$ cat config.mk
export PLATFORM = sky130hd
export DESIGN_NAME = turtle_command_interpreter_unit
export DESIGN_NICKNAME = d
export VERILOG_FILES = /design/src/hw/rtl/tci_pkg.sv /design/src/hw/rtl/tci_ctrl.sv /design/src/hw/rtl/tci_dp.sv /design/src/hw/rtl/turtle_command_interpreter_unit.sv
export SDC_FILE = /design/constraint.sdc
export NUM_CORES = 2
export LEC_CHECK = 0
export ABC_AREA = 0
export BUFFER_PORTS_ARGS = -buffer_cell sky130_fd_sc_hd__buf_4
export CORE_MARGIN = 1.5
export CORE_UTILIZATION = 65
export DETAILED_ROUTE_END_ITERATION = 10
export PLACE_DENSITY = 0.83
export SLEW_MARGIN = 15
export SYNTH_ARGS = -nofsm -noshare
export SYNTH_HDL_FRONTEND = slang
export SYNTH_SLANG_ARGS = --single-unit
$ cat constraint.sdc
create_clock -name aclk -period 16.8 [get_ports aclk]
set_input_delay 1.68 -clock aclk [delete_from_list [all_inputs] [get_ports aclk]]
set_output_delay 1.68 -clock aclk [all_outputs]
set_load 0.02 [all_outputs]
$ cat src/hw/rtl/tci_pkg.sv
package tci_pkg;

    localparam int CORDIC_STEPS = 16;
    localparam int ANGLE_BITS   = 16;
    localparam int STEP_W       = $clog2(CORDIC_STEPS);
    localparam int ATAN_ENTRIES = 24;
    localparam int ATAN_IDX_W   = 5;

    localparam logic signed [31:0] GAIN_Q30 = 32'sd652032874;
    localparam logic [ANGLE_BITS-1:0] QUARTER = ANGLE_BITS'(1) << (ANGLE_BITS - 2);

    localparam int TS_SHL = (ANGLE_BITS >= 16) ? ANGLE_BITS - 16 : 0;
    localparam int TS_SHR = (ANGLE_BITS < 16) ? 16 - ANGLE_BITS : 0;

    localparam logic [7:0] SYM_FWD   = 8'h46;
    localparam logic [7:0] SYM_LEFT  = 8'h2B;
    localparam logic [7:0] SYM_RIGHT = 8'h2D;

    localparam logic [1:0] REG_TURN_ANGLE  = 2'd0;
    localparam logic [1:0] REG_STEP_LENGTH = 2'd1;
    localparam logic [1:0] REG_START_X     = 2'd2;
    localparam logic [1:0] REG_START_Y     = 2'd3;

    localparam logic [15:0]        TURN_ANGLE_RST  = 16'd10923;
    localparam logic [30:0]        STEP_LENGTH_RST = 31'd327680;
    localparam logic signed [31:0] START_X_RST     = 32'sd19660800;
    localparam logic signed [31:0] START_Y_RST     = 32'sd3276800;

    typedef struct packed {
        logic              accept;
        logic              iterate;
        logic [STEP_W-1:0] step;
        logic              negate;
        logic              mul_x;
        logic              mul_y;
        logic              round_y;
        logic              write;
    } dp_cmd_t;

    typedef struct packed {
        logic is_fwd;
    } dp_status_t;

    function automatic logic [31:0] atan_of(input logic [ATAN_IDX_W-1:0] idx);
        logic [31:0] v;
        case (idx)
            5'd0:  v = 32'h20000000;
            5'd1:  v = 32'h12E4051E;
            5'd2:  v = 32'h09FB385B;
            5'd3:  v = 32'h051111D4;
            5'd4:  v = 32'h028B0D43;
            5'd5:  v = 32'h0145D7E1;
            5'd6:  v = 32'h00A2F61E;
            5'd7:  v = 32'h00517C55;
            5'd8:  v = 32'h0028BE53;
            5'd9:  v = 32'h00145F2F;
            5'd10: v = 32'h000A2F98;
            5'd11: v = 32'h000517CC;
            5'd12: v = 32'h00028BE6;
            5'd13: v = 32'h000145F3;
            5'd14: v = 32'h0000A2FA;
            5'd15: v = 32'h0000517D;
            5'd16: v = 32'h000028BE;
            5'd17: v = 32'h0000145F;
            5'd18: v = 32'h00000A30;
            5'd19: v = 32'h00000518;
            5'd20: v = 32'h0000028C;
            5'd21: v = 32'h00000146;
            5'd22: v = 32'h000000A3;
            5'd23: v = 32'h00000051;
            default: v = 32'h00000000;
        endcase
        return v;
    endfunction

    function automatic logic [ANGLE_BITS-1:0] turn_step(input logic [15:0] t);
        logic [39:0] w;
        w = (40'(t) << TS_SHL) >> TS_SHR;
        return w[ANGLE_BITS-1:0];
    endfunction

endpackage

$ cat src/hw/rtl/tci_ctrl.sv
module tci_ctrl (
    input  logic                aclk,
    input  logic                aresetn,
    input  logic                s_tvalid,
    output logic                s_tready,
    output logic                m_tvalid,
    input  logic                m_tready,
    input  tci_pkg::dp_status_t status,
    output tci_pkg::dp_cmd_t    cmd
);
    import tci_pkg::*;

    localparam logic [2:0] S_IDLE  = 3'd0;
    localparam logic [2:0] S_CORD  = 3'd1;
    localparam logic [2:0] S_NEG   = 3'd2;
    localparam logic [2:0] S_MULX  = 3'd3;
    localparam logic [2:0] S_MULY  = 3'd4;
    localparam logic [2:0] S_RND   = 3'd5;
    localparam logic [2:0] S_WRITE = 3'd6;

    logic [2:0]        state_reg, state_next;
    logic [STEP_W-1:0] step_reg, step_next;
    logic              mvalid_reg, mvalid_next;
    logic              accept;
    logic              out_free;

    assign s_tready = (state_reg == S_IDLE);
    assign accept   = s_tvalid && s_tready;
    assign out_free = !mvalid_reg || m_tready;
    assign m_tvalid = mvalid_reg;

    always_comb begin
        state_next = state_reg;
        step_next  = step_reg;
        case (state_reg)
            S_IDLE: begin
                if (accept && status.is_fwd) begin
                    state_next = S_CORD;
                    step_next  = '0;
                end
            end
            S_CORD: begin
                step_next = step_reg + 1'b1;
                if (step_reg == STEP_W'(CORDIC_STEPS - 1)) begin
                    state_next = S_NEG;
                end
            end
            S_NEG:  state_next = S_MULX;
            S_MULX: state_next = S_MULY;
            S_MULY: state_next = S_RND;
            S_RND:  state_next = S_WRITE;
            S_WRITE: begin
                if (out_free) begin
                    state_next = S_IDLE;
                end
            end
            default: state_next = S_IDLE;
        endcase
    end

    always_comb begin
        cmd         = '0;
        cmd.accept  = accept;
        cmd.iterate = (state_reg == S_CORD);
        cmd.step    = step_reg;
        cmd.negate  = (state_reg == S_NEG);
        cmd.mul_x   = (state_reg == S_MULX);
        cmd.mul_y   = (state_reg == S_MULY);
        cmd.round_y = (state_reg == S_RND);
        cmd.write   = (state_reg == S_WRITE) && out_free;
    end

    always_comb begin
        mvalid_next = mvalid_reg;
        if (cmd.write) begin
            mvalid_next = 1'b1;
        end else if (m_tready) begin
            mvalid_next = 1'b0;
        end
    end

    always_ff @(posedge aclk) begin
        if (!aresetn) begin
            state_reg  <= S_IDLE;
            step_reg   <= '0;
            mvalid_reg <= 1'b0;
        end else begin
            state_reg  <= state_next;
            step_reg   <= step_next;
            mvalid_reg <= mvalid_next;
        end
    end

endmodule

$ cat src/hw/rtl/tci_dp.sv
module tci_dp (
    input  logic                aclk,
    input  logic                aresetn,
    input  logic                cfg_valid,
    input  logic [1:0]          cfg_index,
    input  logic [31:0]         cfg_data,
    input  logic [7:0]          symbol,
    input  logic                first,
    input  tci_pkg::dp_cmd_t    cmd,
    output tci_pkg::dp_status_t status,
    output logic [127:0]        result
);
    import tci_pkg::*;

    logic [15:0]              turn_angle_reg;
    logic [30:0]              step_length_reg;
    logic signed [31:0]       start_x_reg, start_y_reg;
    logic signed [31:0]       pen_x_reg, pen_y_reg;
    logic [ANGLE_BITS-1:0]    heading_reg;
    logic signed [31:0]       x_reg, y_reg, z_reg;
    logic                     neg_reg;
    logic signed [62:0]       prod_reg;
    logic signed [32:0]       dx_reg, dy_reg;
    logic [127:0]             result_reg;

    logic [ANGLE_BITS-1:0]    head_eff;
    logic [31:0]              wide_angle;
    logic                     fold;
    logic signed [31:0]       y_sh, x_sh;
    logic [31:0]              atan_i;
    logic signed [31:0]       mul_in;
    logic signed [63:0]       prod_full;
    logic signed [32:0]       rounded;
    logic signed [33:0]       sum_x, sum_y;
    logic signed [31:0]       nx, ny;

    assign status.is_fwd = (symbol == SYM_FWD);

    assign head_eff   = first ? QUARTER : heading_reg;
    assign wide_angle = 32'(head_eff) << (32 - ANGLE_BITS);
    assign fold       = wide_angle[31] ^ wide_angle[30];

    assign y_sh   = y_reg >>> cmd.step;
    assign x_sh   = x_reg >>> cmd.step;
    assign atan_i = atan_of(ATAN_IDX_W'(cmd.step));

    assign mul_in    = cmd.mul_y ? y_reg : x_reg;
    assign prod_full = $signed({1'b0, step_length_reg}) * mul_in;
    assign rounded   = $signed(prod_reg[62:30]) + $signed({32'd0, prod_reg[29]});

    assign sum_x = 34'(pen_x_reg) + 34'(dx_reg);
    assign sum_y = 34'(pen_y_reg) + 34'(dy_reg);

    function automatic logic signed [31:0] sat32(input logic signed [33:0] v);
        logic signed [31:0] r;
        if (v > 34'sh0_7FFF_FFFF) begin
            r = 32'sh7FFF_FFFF;
        end else if (v < -34'sh0_8000_0000) begin
            r = 32'sh8000_0000;
        end else begin
            r = v[31:0];
        end
        return r;
    endfunction

    assign nx = sat32(sum_x);
    assign ny = sat32(sum_y);

    always_ff @(posedge aclk) begin
        if (!aresetn) begin
            turn_angle_reg  <= TURN_ANGLE_RST;
            step_length_reg <= STEP_LENGTH_RST;
            start_x_reg     <= START_X_RST;
            start_y_reg     <= START_Y_RST;
        end else if (cfg_valid) begin
            case (cfg_index)
                REG_TURN_ANGLE:  turn_angle_reg  <= cfg_data[15:0];
                REG_STEP_LENGTH: step_length_reg <= cfg_data[30:0];
                REG_START_X:     start_x_reg     <= cfg_data;
                REG_START_Y:     start_y_reg     <= cfg_data;
                default: ;
            endcase
        end
    end

    always_ff @(posedge aclk) begin
        if (!aresetn) begin
            pen_x_reg   <= START_X_RST;
            pen_y_reg   <= START_Y_RST;
            heading_reg <= QUARTER;
        end else if (cmd.accept) begin
            if (first) begin
                pen_x_reg <= start_x_reg;
                pen_y_reg <= start_y_reg;
            end
            if (symbol == SYM_LEFT) begin
                heading_reg <= head_eff + turn_step(turn_angle_reg);
            end else if (symbol == SYM_RIGHT) begin
                heading_reg <= head_eff - turn_step(turn_angle_reg);
            end else begin
                heading_reg <= head_eff;
            end
        end else if (cmd.write) begin
            pen_x_reg <= nx;
            pen_y_reg <= ny;
        end
    end

    always_ff @(posedge aclk) begin
        if (cmd.accept) begin
            x_reg   <= GAIN_Q30;
            y_reg   <= '0;
            z_reg   <= {wide_angle[31] ^ fold, wide_angle[30:0]};
            neg_reg <= fold;
        end else if (cmd.iterate) begin
            if (!z_reg[31]) begin
                x_reg <= x_reg - y_sh;
                y_reg <= y_reg + x_sh;
                z_reg <= z_reg - $signed(atan_i);
            end else begin
                x_reg <= x_reg + y_sh;
                y_reg <= y_reg - x_sh;
                z_reg <= z_reg + $signed(atan_i);
            end
        end else if (cmd.negate && neg_reg) begin
            x_reg <= -x_reg;
            y_reg <= -y_reg;
        end
        if (cmd.mul_x || cmd.mul_y) begin
            prod_reg <= prod_full[62:0];
        end
        if (cmd.mul_y) begin
            dx_reg <= rounded;
        end
        if (cmd.round_y) begin
            dy_reg <= rounded;
        end
        if (cmd.write) begin
            result_reg <= {ny, nx, pen_y_reg, pen_x_reg};
        end
    end

    assign result = result_reg;

endmodule

$ cat src/hw/rtl/turtle_command_interpreter_unit.sv
// Turtle command interpreter. Each input word carries one command byte and a
// flag that restarts the pen at start_x/start_y heading along +y. '+' and '-'
// turn by turn_angle; 'F' produces one output word with the segment drawn,
// all coordinates signed Q16.16 with saturation on the end point. After its
// acceptance an 'F' occupies the block for CORDIC_STEPS iterations of the
// shared CORDIC rotator, then a negate step, a multiply of x then y on the
// single 32x31 multiplier, a rounding step and the output write, which
// waits while the output register is full and not taken. Other bytes are
// dropped. A finished segment waits in the output register while the next
// word is accepted. Start registers take effect at the next restart flag.
module turtle_command_interpreter_unit (
    input  logic         aclk,
    input  logic         aresetn,
    input  logic         s_tvalid,
    output logic         s_tready,
    input  logic [7:0]   s_tdata,   // symbol
    input  logic         s_tuser,   // first
    output logic         m_tvalid,
    input  logic         m_tready,
    output logic [127:0] m_tdata,   // from_x, from_y, to_x, to_y
    input  logic         cfg_valid,
    output logic         cfg_ready,
    input  logic [1:0]   cfg_index,
    input  logic [31:0]  cfg_data
);
    import tci_pkg::*;

    dp_cmd_t    cmd;
    dp_status_t status;

    assign cfg_ready = 1'b1;

    tci_ctrl u_ctrl (
        .aclk     (aclk),
        .aresetn  (aresetn),
        .s_tvalid (s_tvalid),
        .s_tready (s_tready),
        .m_tvalid (m_tvalid),
        .m_tready (m_tready),
        .status   (status),
        .cmd      (cmd)
    );

    tci_dp u_dp (
        .aclk      (aclk),
        .aresetn   (aresetn),
        .cfg_valid (cfg_valid && cfg_ready),
        .cfg_index (cfg_index),
        .cfg_data  (cfg_data),
        .symbol    (s_tdata),
        .first     (s_tuser),
        .cmd       (cmd),
        .status    (status),
        .result    (m_tdata)
    );

endmodule
==> impl_metrics.toml <==
[grt]
grt_pass1_wl_um = 316000
grt_pass1_vias = 56500
grt_max_degree = 87
gr-max-usage-layer = "met2"
track_usage = 0.380
gr-usage-met2 = 0.595
overflow = 0
use_met3 = 0.0883
antenna_found_initial = 8
grt_util_met1 = 0.515

[hold_path]
hp-class = "flip-flop to flip-flop"
holdPathStages = 2
holdCritStartpoint = "u_dp.z_reg[0]$_SDFFE_PP0P_"

[finish]
seq_area_mm2 = 0.0136
synthToLayoutAreaGrowth_pct = 5.60
multi_input_area_mm2 = 0.0496
fillers = 8062
largest_register_ffs = 128
drive_above_1_share = 0.0740
instances_no_fill = 8849
post-route-util = 0.695
finalNetCount = 8830

[route]
vias_per_cell = 6.31
drt_iter0_drc = 5918
dr.pass1.iters = 6
ant_nets = 0
via_count = 55900
drc = 0
avgRoutedWirePerCell_um = 23.1
drt_wl_total_um = 204000

[sta]
setup_viol = 0
hold_viol_final = 0
maxSlewViolCount = 0
worst_pin_slew_ns = 1.18
fin_worst_skew_ns = 0.0494
max-slew-margin-rel = 0.216
fin_crit_ns = 9.94
max_freq_mhz = 101
fin_crit_sh = 0.591
rsz0062_at_grt = "false"
setup-tns-final_ns = 0

[clock_network]
path_clk_slew_ns = 0.07
insertion_delay_ns = 0.66
cts_hold_buf = 0
cts_tree = "done"
htreeDepth = 2
root_buffer = "clkbuf_16"
ctsLongestPathBuffers = 3
post-cts-setup-buffer-count = 0
clock-sinks = 554
post_cts_resized = 0
numCtsBuffers = 54

[yosys]
netlist.area_leader.share = 0.256
synth_edf_count = 245
syn_nets = 8969
avgSynthCellArea_um2 = 9.05
synth_cells = 7558
yosysTopAreaCell = "fa_1"
synthFlopType = "dfxtp_1"
synth_cell_types = 101
synth_area_leaders = "fa_1, edfxtp_1, dfxtp_1, ha_1, inv_1"
ys_seq_area_frac = 0.198
syn_area_mm2 = 0.0684
ys_seq_elements = 554
ys_warn_count = 0
async_flop_share = 0

[worst_setup_path]
reg2reg_depth = 26
crit_top_cell = "fa_1"
worstSetupEndpointType = "flip-flop"
cp-startpoint = "u_ctrl.state_reg[1]$_SDFFE_PN0P_"
slowest_stage = "mux2_2"
cp.arrival_ns = 10.33
start_kind = "flip-flop"
cp.required_ns = 17.19
crit_type = "flip-flop to flip-flop"
crit_path_max_incr_delay_ns = 0.82
worstPathMaxFanout = 38
reg2reg_from = "u_ctrl.state_reg[1]$_SDFFE_PN0P_"

[place]
dp_hpwl_um = 149000
placed_cells = 8743
port_buffers = 177
place.gp.congestion = 0.988

[pwr]
p_per_area_mw_per_mm2 = 72.3
leakage_uw = 0.0330
vdd_ir_drop_max_mv = 0.0974

[status]
status = "finished clean"

[die]
num_rows = 118
core_area_mm2 = 0.104
die_w_um = 327
die_h_um = 327
io_pins = 179
initial_core_util = 0.658
die-area_mm2 = 0.107

[run]
drv_cap = 0
-- per-stage QoR --
stage	hold WS (ns)	setup WS, ns	power [uW]	cell area (um^2)
2_1_floorplan	0.429	6.96	3140	68400
3_3_place_gp	0.442	7.14	3830	70300
3_5_place_dp	0.449	6.90	3870	70300
4_1_cts	0.461	6.92	5170	72200
5_1_grt	0.472	6.42	5520	72200
6_report	0.459	6.86	5230	72200
-- cell type report --
class | instances | share of cell area
multi-input combinational | 5600 | 0.686
sequential | 554 | 0.188
inverter | 958 | 0.0498
timing repair buffer | 251 | 0.0261
tap | 1380 | 0.0239
clock buffer | 69 | 0.0208
clock inverter | 32 | 0.00534
antenna | 5 | 0.000173
-- layer usage --
| metal | wire (um) | share of wire |
|---|---|---|
| met1 | 79300 | 0.39 |
| met4 | 9330 | 0.046 |
| met5 | 20 | 0.000098 |
| met2 | 91100 | 0.45 |
| met3 | 24400 | 0.12 |
-- final timing paths --
path                                                    end  slack [ns]
worst min-delay path             u_dp.z_reg[0]$_SDFFE_PP0P_        0.46
worst min register to register   u_dp.z_reg[0]$_SDFFE_PP0P_        0.46
worst max register to register  u_dp.prod_reg[56]$_DFFE_PP_        6.86
worst max-delay path            u_dp.prod_reg[56]$_DFFE_PP_        6.86
-- where the power goes --
part | total, uW | internal (uW) | switching [uW]
registers | 1520 | 1490 | 33.4
logic | 2400 | 944 | 1460
clock network | 1300 | 732 | 566
-- cells in the mapped netlist (33+ instances only) --
cell,number
a211oi_1,43
nor3_1,71
o21a_1,33
xnor2_1,184
and2_1,561
a21o_1,92
mux2i_1,45
a31oi_1,75
mux4_2,49
clkbuf_1,381
xor2_1,161
o211ai_1,71
nor2b_1,139
fa_1,873
o21bai_1,39
a21boi_0,120
nand3_1,91
edfxtp_1,245
a21oi_1,365
dfxtp_1,309
ha_1,490
o21ai_0,278
inv_1,956
nand2_1,909
nand2b_1,45
mux2_2,55
nor2_1,343
-- worst max-delay path: cells and delay by family (launching register included) --
| family | cells | cell delay, ns |
|---|---|---|
| AND/OR/NAND/NOR | 4 | 0.82 |
| buffers and inverters | 3 | 0.62 |
| multiplexers | 1 | 0.82 |
| flip-flops | 1 | 0.48 |
| adder cells (fa/ha/maj) | 9 | 4.33 |
| AO/OA/AOI/OAI | 9 | 2.59 |
-- cell families after synthesis --
logic type	after synthesis	synth area share
XOR/XNOR	346	0.0444
multiplexers	157	0.0346
other	1	0.0000548
AND/OR/NAND/NOR	2362	0.170
AO/OA/AOI/OAI	1371	0.129
buffers and inverters	1404	0.0790
adder cells (fa/ha/maj)	1363	0.345
flip-flops	554	0.198
-- placed cells by master (no fill, tap or decap), drive strengths merged, types with 47 or more instances in the layout --
master and count:
nor3 72, nand2 910, clkbuf 69, o21ai 287, edfxtp 245, a31oi 75
buf 251, a21o 92, nand3 92, xor2 161, a21boi 120, fa 873
dfxtp 309, a21oi 368, inv 960, ha 490, o211ai 71, xnor2 185
and2 562, mux4 55, mux2i 47, nor2 344, mux2 55, nor2b 139
Power figures use the tool's default switching activity.
